<file path="config.mk">
export PLATFORM = sky130hd
export DESIGN_NAME = gba_div
export DESIGN_NICKNAME = d
export VERILOG_FILES = /design/src/design/gba_pkg.sv /design/src/design/gba_div.sv
export SDC_FILE = /design/constraint.sdc
export NUM_CORES = 1
export LEC_CHECK = 0
export BUFFER_PORTS_ARGS = -buffer_cell sky130_fd_sc_hd__buf_2
export CAP_MARGIN = 20
export CORE_ASPECT_RATIO = 1.1
export CORE_MARGIN = 4
export CORE_UTILIZATION = 45
export CTS_BUF_LIST = sky130_fd_sc_hd__clkbuf_16
export DETAILED_ROUTE_END_ITERATION = 16
export PLACE_DENSITY_LB_ADDON = 0.1
export SLEW_MARGIN = 10
export SYNTH_ARGS = -nofsm -noshare
export SYNTH_HDL_FRONTEND = slang
export SYNTH_SLANG_ARGS = --single-unit
</file>
<file path="constraint.sdc">
create_clock -name clk -period 5.36 [get_ports clk]
set_clock_uncertainty 0.1 [all_clocks]
set_input_delay 0.536 -clock clk [delete_from_list [all_inputs] [get_ports clk]]
set_output_delay 0.536 -clock clk [all_outputs]
set_load 0.02 [all_outputs]
</file>
<file path="src/design/gba_pkg.sv">
`default_nettype none

package gba_pkg;

  // field widths
  localparam int KIND_W      = 2;
  localparam int UNIT_NUM_W  = 14;
  localparam int UNITS_W     = 11;
  localparam int GROUPS_W    = 4;
  localparam int STATUS_W    = 2;
  localparam int CFG_IDX_W   = 2;
  localparam int CFG_DATA_W  = 11;
  localparam int BYTE_W      = 8;
  localparam int BIT_SEL_W   = 3;
  localparam int BYTE_SEL_W  = UNITS_W - BIT_SEL_W;

  // divider: one quotient bit per step
  localparam int DIV_STEPS   = UNIT_NUM_W;
  localparam int DIV_STEP_W  = $clog2(DIV_STEPS);

  localparam logic [UNITS_W-1:0] COUNT_MAX = '1;

  // item kinds
  localparam logic [KIND_W-1:0] KIND_ALLOC   = 2'd0;
  localparam logic [KIND_W-1:0] KIND_RELEASE = 2'd1;
  localparam logic [KIND_W-1:0] KIND_MARK    = 2'd2;

  // result status
  localparam logic [STATUS_W-1:0] ST_DONE    = 2'd0;
  localparam logic [STATUS_W-1:0] ST_NO_FREE = 2'd1;
  localparam logic [STATUS_W-1:0] ST_RANGE   = 2'd2;

  // register indexes
  localparam logic [CFG_IDX_W-1:0] CFG_UNITS  = 2'd0;
  localparam logic [CFG_IDX_W-1:0] CFG_GROUPS = 2'd1;

  typedef struct packed {
    logic busy;
    logic done;
  } div_stat_t;

endpackage

`default_nettype wire

</file>
<file path="src/design/gba_div.sv">
`default_nettype none

// restoring divider, one quotient bit per cycle
module gba_div (
  input  wire                              clk,
  input  wire                              rst_n,
  input  wire                              start,
  input  wire  [gba_pkg::UNIT_NUM_W-1:0]   dividend,
  input  wire  [gba_pkg::UNITS_W-1:0]      divisor,
  output gba_pkg::div_stat_t               stat,
  output logic [gba_pkg::UNIT_NUM_W-1:0]   quotient,
  output logic [gba_pkg::UNITS_W-1:0]      remainder
);

  logic                              busy_r, busy_nxt;
  logic                              done_r, done_nxt;
  logic [gba_pkg::DIV_STEP_W-1:0]    step_r, step_nxt;
  logic [gba_pkg::UNIT_NUM_W-1:0]    quo_r, quo_nxt;
  logic [gba_pkg::UNITS_W-1:0]       rem_r, rem_nxt;
  logic [gba_pkg::UNITS_W-1:0]       dsr_r, dsr_nxt;
  logic [gba_pkg::UNITS_W:0]         shifted;
  logic [gba_pkg::UNITS_W:0]         diff;
  logic                              ge;

  assign shifted = {rem_r, quo_r[gba_pkg::UNIT_NUM_W-1]};
  assign diff    = shifted - {1'b0, dsr_r};
  assign ge      = shifted >= {1'b0, dsr_r};

  always_comb begin
    busy_nxt = busy_r;
    done_nxt = 1'b0;
    step_nxt = step_r;
    quo_nxt  = quo_r;
    rem_nxt  = rem_r;
    dsr_nxt  = dsr_r;
    if (start) begin
      busy_nxt = 1'b1;
      step_nxt = '0;
      quo_nxt  = dividend;
      rem_nxt  = '0;
      dsr_nxt  = divisor;
    end else if (busy_r) begin
      quo_nxt  = {quo_r[gba_pkg::UNIT_NUM_W-2:0], ge};
      rem_nxt  = ge ? diff[gba_pkg::UNITS_W-1:0] : shifted[gba_pkg::UNITS_W-1:0];
      step_nxt = step_r + 1'b1;
      if (step_r == gba_pkg::DIV_STEP_W'(gba_pkg::DIV_STEPS - 1)) begin
        busy_nxt = 1'b0;
        done_nxt = 1'b1;
      end
    end
  end

  always_ff @(posedge clk) begin
    if (!rst_n) begin
      busy_r <= 1'b0;
      done_r <= 1'b0;
      step_r <= '0;
    end else begin
      busy_r <= busy_nxt;
      done_r <= done_nxt;
      step_r <= step_nxt;
    end
  end

  always_ff @(posedge clk) begin
    quo_r <= quo_nxt;
    rem_r <= rem_nxt;
    dsr_r <= dsr_nxt;
  end

  assign stat.busy = busy_r;
  assign stat.done = done_r;
  assign quotient  = quo_r;
  assign remainder = rem_r;

endmodule

`default_nettype wire

</file>
==> impl_results.md, run 1 <==
- Sequence of cells on the critical path: inv_1 -> ha_1 -> fa_1 -> nor2b_1 -> o31a_2 -> o21ai_4 -> o21ai_4 -> mux2i_1 -> a211oi_1
- Die area: 6370 µm²
- Multi-input logic area: 1100 µm²
- WHS Path Cells: 1
- Hold WC Path Type: input pin to register
- Setup Fix Bufs, Post-CTS: 0
- CTS tree: built
- Drt initial violations: 103
- Share of cells above drive strength 1: 0.338
- Site Rows: 27
- Final Hold Vio Count: 0
- Post-DP HPWL: 3210 µm
- EDFF count, synth: 25
- Critical path's largest stage delay: 0.41 ns
- Most frequent cells in the layout: 54 x buf_2, 25 x edfxtp_1, 18 x inv_1, 18 x nor2_1, 17 x dfxtp_1
- FF-to-FF End: remainder[7]
- Most common cell after layout, fill and taps aside: buf_2
- Mapped Avg Cell Area: 11.1 µm²
- Flop-to-flop setup slack: 2.83 ns
- Worst-case vdd ir drop: 0.175 mV
- Sink Count: 42
- Initial antenna violation count: 0
- RSZ-0062 raised after global routing: no
- Power Density: 342 nW/µm²
- HP Start: divisor[6]
- Max-Cap Viols: 0
- N_diodes: 0
- Syn nets: 250
- Fillers: 461
- FF/Latch Area: 1090 µm²
- DR WL/cell: 14.0 µm
- FF+latch count, synth: 42
- Status: completed
- CP required: 5.38 ns
- Synth warnings: 0
- Layout Area Growth over Synthesis: 19.2%
- CP Capture Type: register
- Pre-antenna DRT Iters: 4
- Max Clock Freq: 0.395 GHz
- Seq/Total Area, Yosys: 0.471
- Cells after Synth: 208
- CP Launch Type: register
- Worst slack, placed: 2.83 ns
- Setup violators final: 0
- CP Class: register to register
- Most common cell on crit path: o21ai_4
- Critical Path AT: 2.54 ns
- Hold Buf Count CTS: 0
- Yosys cell types: 47
- Placer Congestion: 0.762
- Fin nets: 301
- H-tree lvl count: 2
- Mapped cell area: 2320 µm²
- Leak Pwr: 1.18 nW
- Largest net degree at the start of global routing: 38
- Initial Utilization: 0.464
- First-pass GRT wire length: 7530 µm
- Hold worst-path end: dsr_r[6]
- IO buf count: 54
- ANT nets after route: 0
- Vias in the first global route: 1632
- GRT overflow: 0
- Clock-pin slew on the worst setup and hold paths: 0.06 ns
- Worst slew margin: 0.334
- Setup TNS: 0 ns
- CORE AREA: 5000 µm²
- Crit-path max FO: 15
- DRT Wirelength: 4440 µm
- Reg-to-reg critical path startpoint: quotient[13]
- CTS max path bufs: 2
- Die Y: 83.3 µm
- Ys async rst share: 0
- Minimum period implied by the final worst setup slack: 2.53 ns
- PostCTS Resize Cnt: 0
- Clk root buf: clkbuf_16
- Vias per inst: 5.29
- Residual DRC count: 0
- Slowest CP cell: o21ai_4
- Final Max Slew Viols: 0
- Ys flop type: edfxtp_1
- Total GRT Usage: 0.147
- Worst Max-Slew Pin Slew: 0.998 ns
- Vias: 1682
- Final setup margin: 2.83 ns
- Worst-Skew Late Latency: 0.28 ns
- R2R depth: 9
- Crit share post-route: 0.472
- IO Pins: 55
- CTS buffer count: 5
- Die W: 76.4 µm
==> critical path: cells and delay by family (launching register included) <==
family          cells  cell delay (ns)
compound gates      4             0.81
fa+ha+maj           2             0.62
buf+inv             1             0.05
flops               1             0.36
mux                 1             0.26
simple gates        1             0.15
==> area by class of cell <==
type | count | share of cell area
clock buffers | 6 | 0.0543
clock inverters | 2 | 0.00272
inverters | 17 | 0.0231
multi-input cells | 138 | 0.398
flip-flops and latches | 42 | 0.395
well taps | 58 | 0.0263
repair buffers | 55 | 0.100
==> cells by family after synthesis <==
family | synth area share
and+or+nand+nor | 0.131
adders and majority gates | 0.0788
muxes | 0.0939
buffers and inverters | 0.0545
DFF | 0.471
xor gates and xnor gates | 0.0302
AOI/OAI and AO/OA | 0.141
==> state kept, by name (all words and copies together) (netlist names) <==
signal     count
quotient      14
remainder     11
step_r         4
dsr_r         11
done_r         1
busy_r         1
==> layer usage <==
metal	wire, µm	global-route usage	part of all wire
met5	0	0	0
met4	65	0.0527	0.015
met3	302	0.0575	0.068
met2	1950	0.222	0.44
met1	2120	0.191	0.48
==> cells in the mapped netlist (2+ instances only) <==
cell	instances	share of area
nand3_1	5	0.011
nor4_1	2	0.0054
a211oi_1	6	0.019
clkbuf_1	4	0.0065
a311oi_2	2	0.013
nor2b_1	3	0.0081
edfxtp_1	25	0.32
o21a_1	2	0.0065
buf_1	2	0.0032
nand4_1	2	0.0054
buf_2	2	0.0043
a21oi_1	9	0.019
xnor2_1	6	0.023
nor3_1	2	0.0043
mux2_2	14	0.068
o21ai_0	5	0.011
o22ai_1	2	0.0054
a211oi_2	2	0.011
o21ai_1	3	0.0065
buf_4	2	0.0065
inv_1	17	0.028
o21ai_4	2	0.014
nor2_1	18	0.029
ha_1	13	0.070
nand2_1	10	0.016
nand2b_1	4	0.011
xor2_1	2	0.0076
mux2i_1	6	0.026
o211ai_1	2	0.0065
dfxtp_1	17	0.15
==> power breakdown <==
part           total [mW]  internal [mW]  leakage (nW)  switching (mW)
Sequential          0.397          0.375         0.388          0.0225
Combinational       0.231         0.0978         0.709           0.134
Clock               0.317          0.198        0.0835           0.119
==> stage by stage <==
stage	instances	total power [mW]	util	instance area, µm²	hold WS (ns)
detailed placement	310	0.635	0.521	2610	0.405
global placement	310	0.635	0.521	2610	0.406
global route	318	1.00	0.553	2760	0.315
CTS	318	0.956	0.553	2760	0.318
floorplan	208	0.581	-	2320	0.380
finish	318	0.946	0.553	2760	0.324
==> worst max path at each step <==
stage,from,endpoint,slack (ns),cells after the start
after detailed placement,quotient[13],remainder[7],2.83,9
after global routing,quotient[13],remainder[8],2.65,9
after global placement,quotient[13],remainder[8],2.89,9
final,quotient[13],remainder[7],2.83,9
after CTS,quotient[13],remainder[7],2.82,9
after floorplan,quotient[13],remainder[8],2.92,10
Note: power is estimated with default switching activity, not from simulation.
==> run 2, diff against run 1 <==
--- a/config.mk
+++ b/config.mk
@@ -5,6 +5,7 @@
 export SDC_FILE = /design/constraint.sdc
 export NUM_CORES = 1
 export LEC_CHECK = 0
+export ABC_AREA = 1
 export BUFFER_PORTS_ARGS = -buffer_cell sky130_fd_sc_hd__buf_2
 export CAP_MARGIN = 20
 export CORE_ASPECT_RATIO = 1.1
==> constraint.sdc (replaced) <==
create_clock -name clk -period 2.2 [get_ports clk]
set_clock_uncertainty 0.1 [all_clocks]
set_input_delay 0.22 -clock clk [delete_from_list [all_inputs] [get_ports clk]]
set_output_delay 0.22 -clock clk [all_outputs]
set_load 0.02 [all_outputs]
==> run 2 against run 1 <==
Net effect: critical path depth rose by 1; global-route usage rose by 3.0 points; final cell count rose by 43%; die area rose by 7.5%; fmax rose by 23%; clock power rose by 130%; sequential power rose by 130%.
==> impl_results.md, run 2 <==
- Status: completed
- Largest net degree at the start of global routing: 16
- Worst-Skew Late Latency: 0.29 ns
- Die Y: 86.4 µm
- Final Max Slew Viols: 0
- Worst hold margin: 0.00932 ns
- CP Capture Type: register
- Critical Path AT: 2.00 ns
- Most common cell after layout, fill and taps aside: nand2_1
- Worst slew margin: 0.711
- Placer Congestion: 0.869
- Final Instance Area: 3040 µm²
- Power Density: 636 nW/µm²
- Share of cells above drive strength 1: 0.248
- FF+latch count, synth: 42
- Syn nets: 360
- CP required: 2.14 ns
- CP Class: register to register
- CTS buffer count: 5
- Most frequent cells in the layout: 109 x nand2_1, 54 x buf_2, 49 x inv_1
- Initial antenna violation count: 0
- Pre-antenna DRT Iters: 4
- Mapped Avg Cell Area: 7.90 µm²
- Site Rows: 28
- CORE AREA: 5400 µm²
- Max-Cap Viols: 0
- R2R depth: 10
- Overall power: 1.93 mW
- Die W: 79.2 µm
- First-pass GRT wire length: 9490 µm
- Total GRT Usage: 0.177
- Cell taking the most area after synthesis: edfxtp_1
- Layout Area Growth over Synthesis: 20.8%
- Clock-pin slew on the worst setup and hold paths: 0.06 ns
- Worst-case vdd ir drop: 0.351 mV
- Max Clock Freq: 0.485 GHz
- Residual DRC count: 0
- Flop-to-flop setup slack: 0.14 ns
- Slowest CP cell: edfxtp_1
- Drt initial violations: 78
- Non-Filler Instances: 454
- Synth warnings: 0
- DR WL/cell: 12.6 µm
- Placed inst area: 2840 µm²
- Sink Count: 42
- Hold worst-path end: dsr_r[4]
- ANT nets after route: 0
- Worst Max-Slew Pin Slew: 0.434 ns
- Critical path's largest stage delay: 0.37 ns
- FF-to-FF End: quotient[0]
- Area contributors post-synth: edfxtp_1 30%, nand2_1 16%, dfxtp_1 14%, inv_1 7.2%, ha_1 6.5%
- HP Start: divisor[4]
- Minimum period implied by the final worst setup slack: 2.06 ns
- Post-synth top cells: 109 x nand2_1, 48 x inv_1, 27 x nand3_1
- Yosys top cell area share: 0.299
- CTS tree: built
- Ys async rst share: 0
- Clk root buf: clkbuf_16
- Crit share post-route: 0.937
- Leak Pwr: 1.59 nW
- Fillers: 555
- Final Hold Vio Count: 0
- H-tree lvl count: 2
- GRT overflow: 0
- Dpl cells: 442
- IO buf count: 54
- Setup Fix Bufs, Post-CTS: 0
- Die area: 6840 µm²
- Vias in the first global route: 2163
- IO Pins: 55
- Setup violators final: 0
- Ys flop type: edfxtp_1
- Yosys cell types: 32
- Post-DP HPWL: 4210 µm
- Vias per inst: 4.84
- CTS max path bufs: 2
- Crit-path max FO: 6
- Fin nets: 420
- Seq/Total Area, Yosys: 0.434
- EDFF count, synth: 25
- Setup TNS: 0 ns
- CP Launch Type: register
- Vias: 2197
- Most frequent cell after synthesis: nand2_1
- N_diodes: 0
- Hold WC Path Type: input pin to register
- Sequence of cells on the critical path: inv_1 -> ha_1 -> fa_1 -> inv_1 -> nand3_1 -> nand3_2 -> nand2_2 -> nand4_2 -> nand2_1 -> nand2_1
- Cells after Synth: 318
- Mapped cell area: 2510 µm²
- RSZ-0062 raised after global routing: no
- WHS Path Cells: 1
- Max reg flops: 14
- DRT Wirelength: 5710 µm
- Reg-to-reg critical path startpoint: quotient[13]
- Initial Utilization: 0.466
==> run 2: cell count changes after synthesis, moves of 11 or more <==
| cell | delta |
|---|---|
| mux2_2 | -14 |
| inv_1 | +31 |
| nand3_1 | +22 |
| nand2_2 | +11 |
| nand2_1 | +99 |
| nand4_1 | +13 |
==> run 2: per-stage QoR <==
| step | worst slack (ns) | utilization |
|---|---|---|
| after floorplan | 0.110 | - |
| after global placement | 0.157 | 0.527 |
| after detailed placement | 0.125 | 0.527 |
| after CTS | 0.108 | 0.554 |
| after global routing | 0.0328 | 0.563 |
| final | 0.138 | 0.563 |
==> run 2: where the power goes <==
group | switching, mW | internal [mW] | leakage [nW] | total, mW
combinational | 0.187 | 0.109 | 1.13 | 0.296
clock | 0.302 | 0.416 | 0.0672 | 0.718
sequential | 0.0261 | 0.891 | 0.389 | 0.917
==> run 2: worst max-delay path by stage <==
stage / start / end / depth (start not counted) / slack, ns
after floorplan: quotient[13] / remainder[6] / 12 / 0.11
after detailed placement: quotient[13] / remainder[5] / 11 / 0.13
after global placement: quotient[13] / remainder[10] / 11 / 0.16
final: quotient[13] / quotient[0] / 10 / 0.14
after CTS: quotient[13] / remainder[10] / 11 / 0.11
after global routing: quotient[13] / quotient[0] / 10 / 0.03
==> run 2: cell type report <==
type / count / area (µm²) / share of cell area
repair buffers: 64 / 353 / 0.116
clock buffers: 5 / 125 / 0.0412
well taps: 75 / 93.8 / 0.0309
inverters: 50 / 188 / 0.0618
multi-input cells: 215 / 1170 / 0.384
flip-flops and latches: 42 / 1090 / 0.359
clock inverters: 3 / 18.8 / 0.00618
==> run 2: layer usage <==
layer  part of all wire  track usage  vias up  routed length (µm)
li1                   -            -     1145                   -
met2               0.47        0.300       57                2690
met1               0.46        0.211      986                2610
met3              0.054       0.0530        9                 306
met5                  0            0        -                   0
met4              0.018       0.0688        0                 102
==> run 2: worst max-delay path, delay by kind of cell (launching register included) <==
family	cells	cell delay, ns
buffers and inverters	2	0.15
flip-flops	1	0.37
adder cells (fa/ha/maj)	2	0.40
AND/OR/NAND/NOR	6	0.80
==> run 2: cell families after synthesis <==
group	after synthesis	synth area share
simple gates	189	0.353
buf+inv	62	0.109
flops	42	0.434
fa+ha+maj	14	0.0727
compound gates	8	0.0209
xor+xnor	3	0.0105
==> run 2: what timing repair did <==
item / in CTS / in global routing
hold buffers: 0 / 3
hold endpoints to repair: 0 / 3
endpoints found under the setup margin: 0 / 12
resized for setup: 0 / 1
==> run 3, diff against run 2 <==
--- a/config.mk
+++ b/config.mk
@@ -8,13 +8,11 @@
 export ABC_AREA = 1
 export BUFFER_PORTS_ARGS = -buffer_cell sky130_fd_sc_hd__buf_2
 export CAP_MARGIN = 20
-export CORE_ASPECT_RATIO = 1.1
-export CORE_MARGIN = 4
+export CORE_MARGIN = 2
 export CORE_UTILIZATION = 45
 export CTS_BUF_LIST = sky130_fd_sc_hd__clkbuf_16
 export DETAILED_ROUTE_END_ITERATION = 16
 export PLACE_DENSITY_LB_ADDON = 0.1
-export SLEW_MARGIN = 10
 export SYNTH_ARGS = -nofsm -noshare
 export SYNTH_HDL_FRONTEND = slang
 export SYNTH_SLANG_ARGS = --single-unit
==> run 3 against run 2 <==
Net effect: first-iteration DRC count up 47%; critical path depth is 1 higher; critical path type unchanged; power is 0.50% higher; design area decreased by 0.16%; clock power increased by 2%; critical endpoint is now remainder[8].
==> impl_results.md, run 3 (synthesis results as in run 2) <==
- Status: completed
- IO Pins: 55
- Initial Utilization: 0.462
- Max-Cap Viols: 0
- Max Clock Freq: 0.492 GHz
- CP Capture Type: register
- Wire length on met3: 311 µm
- Vias in the first global route: 1978
- Worst-Skew Late Latency: 0.29 ns
- Highest metal used: met4
- First-pass GRT wire length: 9340 µm
- Die W: 78.7 µm
- Setup TNS: 0 ns
- Flop-to-flop setup slack: 0.17 ns
- ANT nets after route: 0
- Max reg flops: 14
- Minimum period implied by the final worst setup slack: 2.03 ns
- Worst-case vdd ir drop: 0.439 mV
- Clock-pin slew on the worst setup and hold paths: 0.07 ns
- Slowest CP cell: fa_1
- R2R depth: 11
- HP Start: divisor[7]
- Critical Path AT: 2.16 ns
- CORE AREA: 5440 µm²
- WHS Path Cells: 1
- Initial antenna violation count: 0
- Vias per inst: 4.90
- DRT Wirelength: 5550 µm
- Crit. Startpoint: quotient[13]
- Placer Congestion: 0.839
- FF/Latch Area: 1090 µm²
- Leak Pwr: 1.59 nW
- CP Launch Type: register
- N_diodes: 0
- DR WL/cell: 12.3 µm
- Worst Max-Slew Pin Slew: 0.440 ns
- Cell family with most CP delay: adder cells
- Crit share post-route: 0.924
- Drt initial violations: 115
- Dpl cells: 439
- Share of cells above drive strength 1: 0.249
- Met1 wire length: 2520 µm
- Most frequent cells in the layout: 109 x nand2_1, 54 x buf_2, 49 x inv_1
- Non-Filler Instances: 450
- Die Y: 78.7 µm
- Vias: 2206
- CTS tree: built
- Final Hold Vio Count: 0
- Post-DP HPWL: 3960 µm
- Reg-to-reg critical path startpoint: quotient[13]
- Sequence of cells on the critical path: inv_1 -> ha_1 -> fa_1 -> inv_1 -> nand3_1 -> nand3_2 -> nand2_2 -> buf_4 -> nand4_1 -> nand3_1 -> nand2_1
- Setup Fix Bufs, Post-CTS: 0
- Multi-input logic area: 1170 µm²
- CP Class: register to register
- H-tree lvl count: 2
- Crit-path max FO: 11
- Critical path's largest stage delay: 0.41 ns
- Total GRT Usage: 0.195
- Most common cell after layout, fill and taps aside: nand2_1
- Worst slack, placed: 0.0909 ns
- IO buf count: 54
- Hold WC Path Type: input pin to register
- Crit path buf inv count: 3
- GRT overflow: 0
- Final Max Slew Viols: 0
- Site Rows: 27
- CTS max path bufs: 2
- CP required: 2.33 ns
- Layout Area Growth over Synthesis: 20.6%
- Residual DRC count: 0
- Clk root buf: clkbuf_16
- Final setup margin: 0.167 ns
- Fillers: 536
- FF-to-FF End: remainder[8]
- Stages on worst setup path: 11
- Setup violators final: 0
- Die area: 6200 µm²
- Pre-antenna DRT Iters: 4
- Power Density: 640 nW/µm²
- Worst slew margin: 0.706
- RSZ-0062 raised after global routing: no
- Met2 wire length: 2640 µm
- Largest net degree at the start of global routing: 22
- CTS buffer count: 5
- Sink Count: 42
- Fin nets: 419
- Hold worst-path end: dsr_r[7]
## run 3: changes by cell type in the layout (fill, tap and decap cells not counted), sizes merged
cell,previous run,this run
dlygate4sd3,3,2
## run 3: final cells by class
cell class,count,share of cell area
Multi-Input combinational cell,215,0.388
Inverter,50,0.0619
Tap cell,72,0.0297
Clock buffer,5,0.0413
Clock inverter,3,0.00619
Timing Repair Buffer,63,0.113
Sequential cell,42,0.360
## run 3: worst max path at each step
| stage | to | slack (ns) |
|---|---|---|
| global placement | remainder[10] | 0.16 |
| global route | remainder[6] | 0.03 |
| detailed placement | quotient[0] | 0.09 |
| CTS | quotient[0] | 0.08 |
| finish | remainder[8] | 0.17 |
| floorplan | remainder[6] | 0.11 |
## run 3: stage by stage
stage,cell area [µm²],utilization,hold WS [ns],power (mW)
after floorplan,2510,-,0.219,1.13
after global routing,3030,0.557,0.00358,2.04
after detailed placement,2840,0.522,0.298,1.22
after CTS,2980,0.549,0.000234,1.96
after global placement,2840,0.522,0.297,1.22
final,3030,0.557,0.00716,1.94
## run 3: timing repair
item                                   CTS  global route
setup endpoints to repair                0             8
gates resized for setup                  0             2
endpoints found under the hold margin    0             2
hold buffers                             0             2
## run 3: metal layers
layer | up-vias | global-route usage
li1 | 1142 | -
met4 | 0 | 0.0579
met1 | 991 | 0.270
met2 | 65 | 0.306
met3 | 8 | 0.0432
met5 | - | 0
## run 3: power by group
| part | switching, mW | internal [mW] | leakage, nW |
|---|---|---|---|
| clock | 0.315 | 0.417 | 0.0672 |
| sequential | 0.0259 | 0.890 | 0.389 |
| combinational | 0.185 | 0.107 | 1.13 |
## run 3: worst reg2reg max path, cell delays in order (launching register included)
cell      delay [ns]
edfxtp_1        0.34
inv_1           0.06
ha_1            0.22
fa_1            0.41
inv_1           0.09
nand3_1         0.08
nand3_2         0.12
nand2_2         0.11
buf_4           0.20
nand4_1         0.10
nand3_1         0.08
nand2_1         0.06
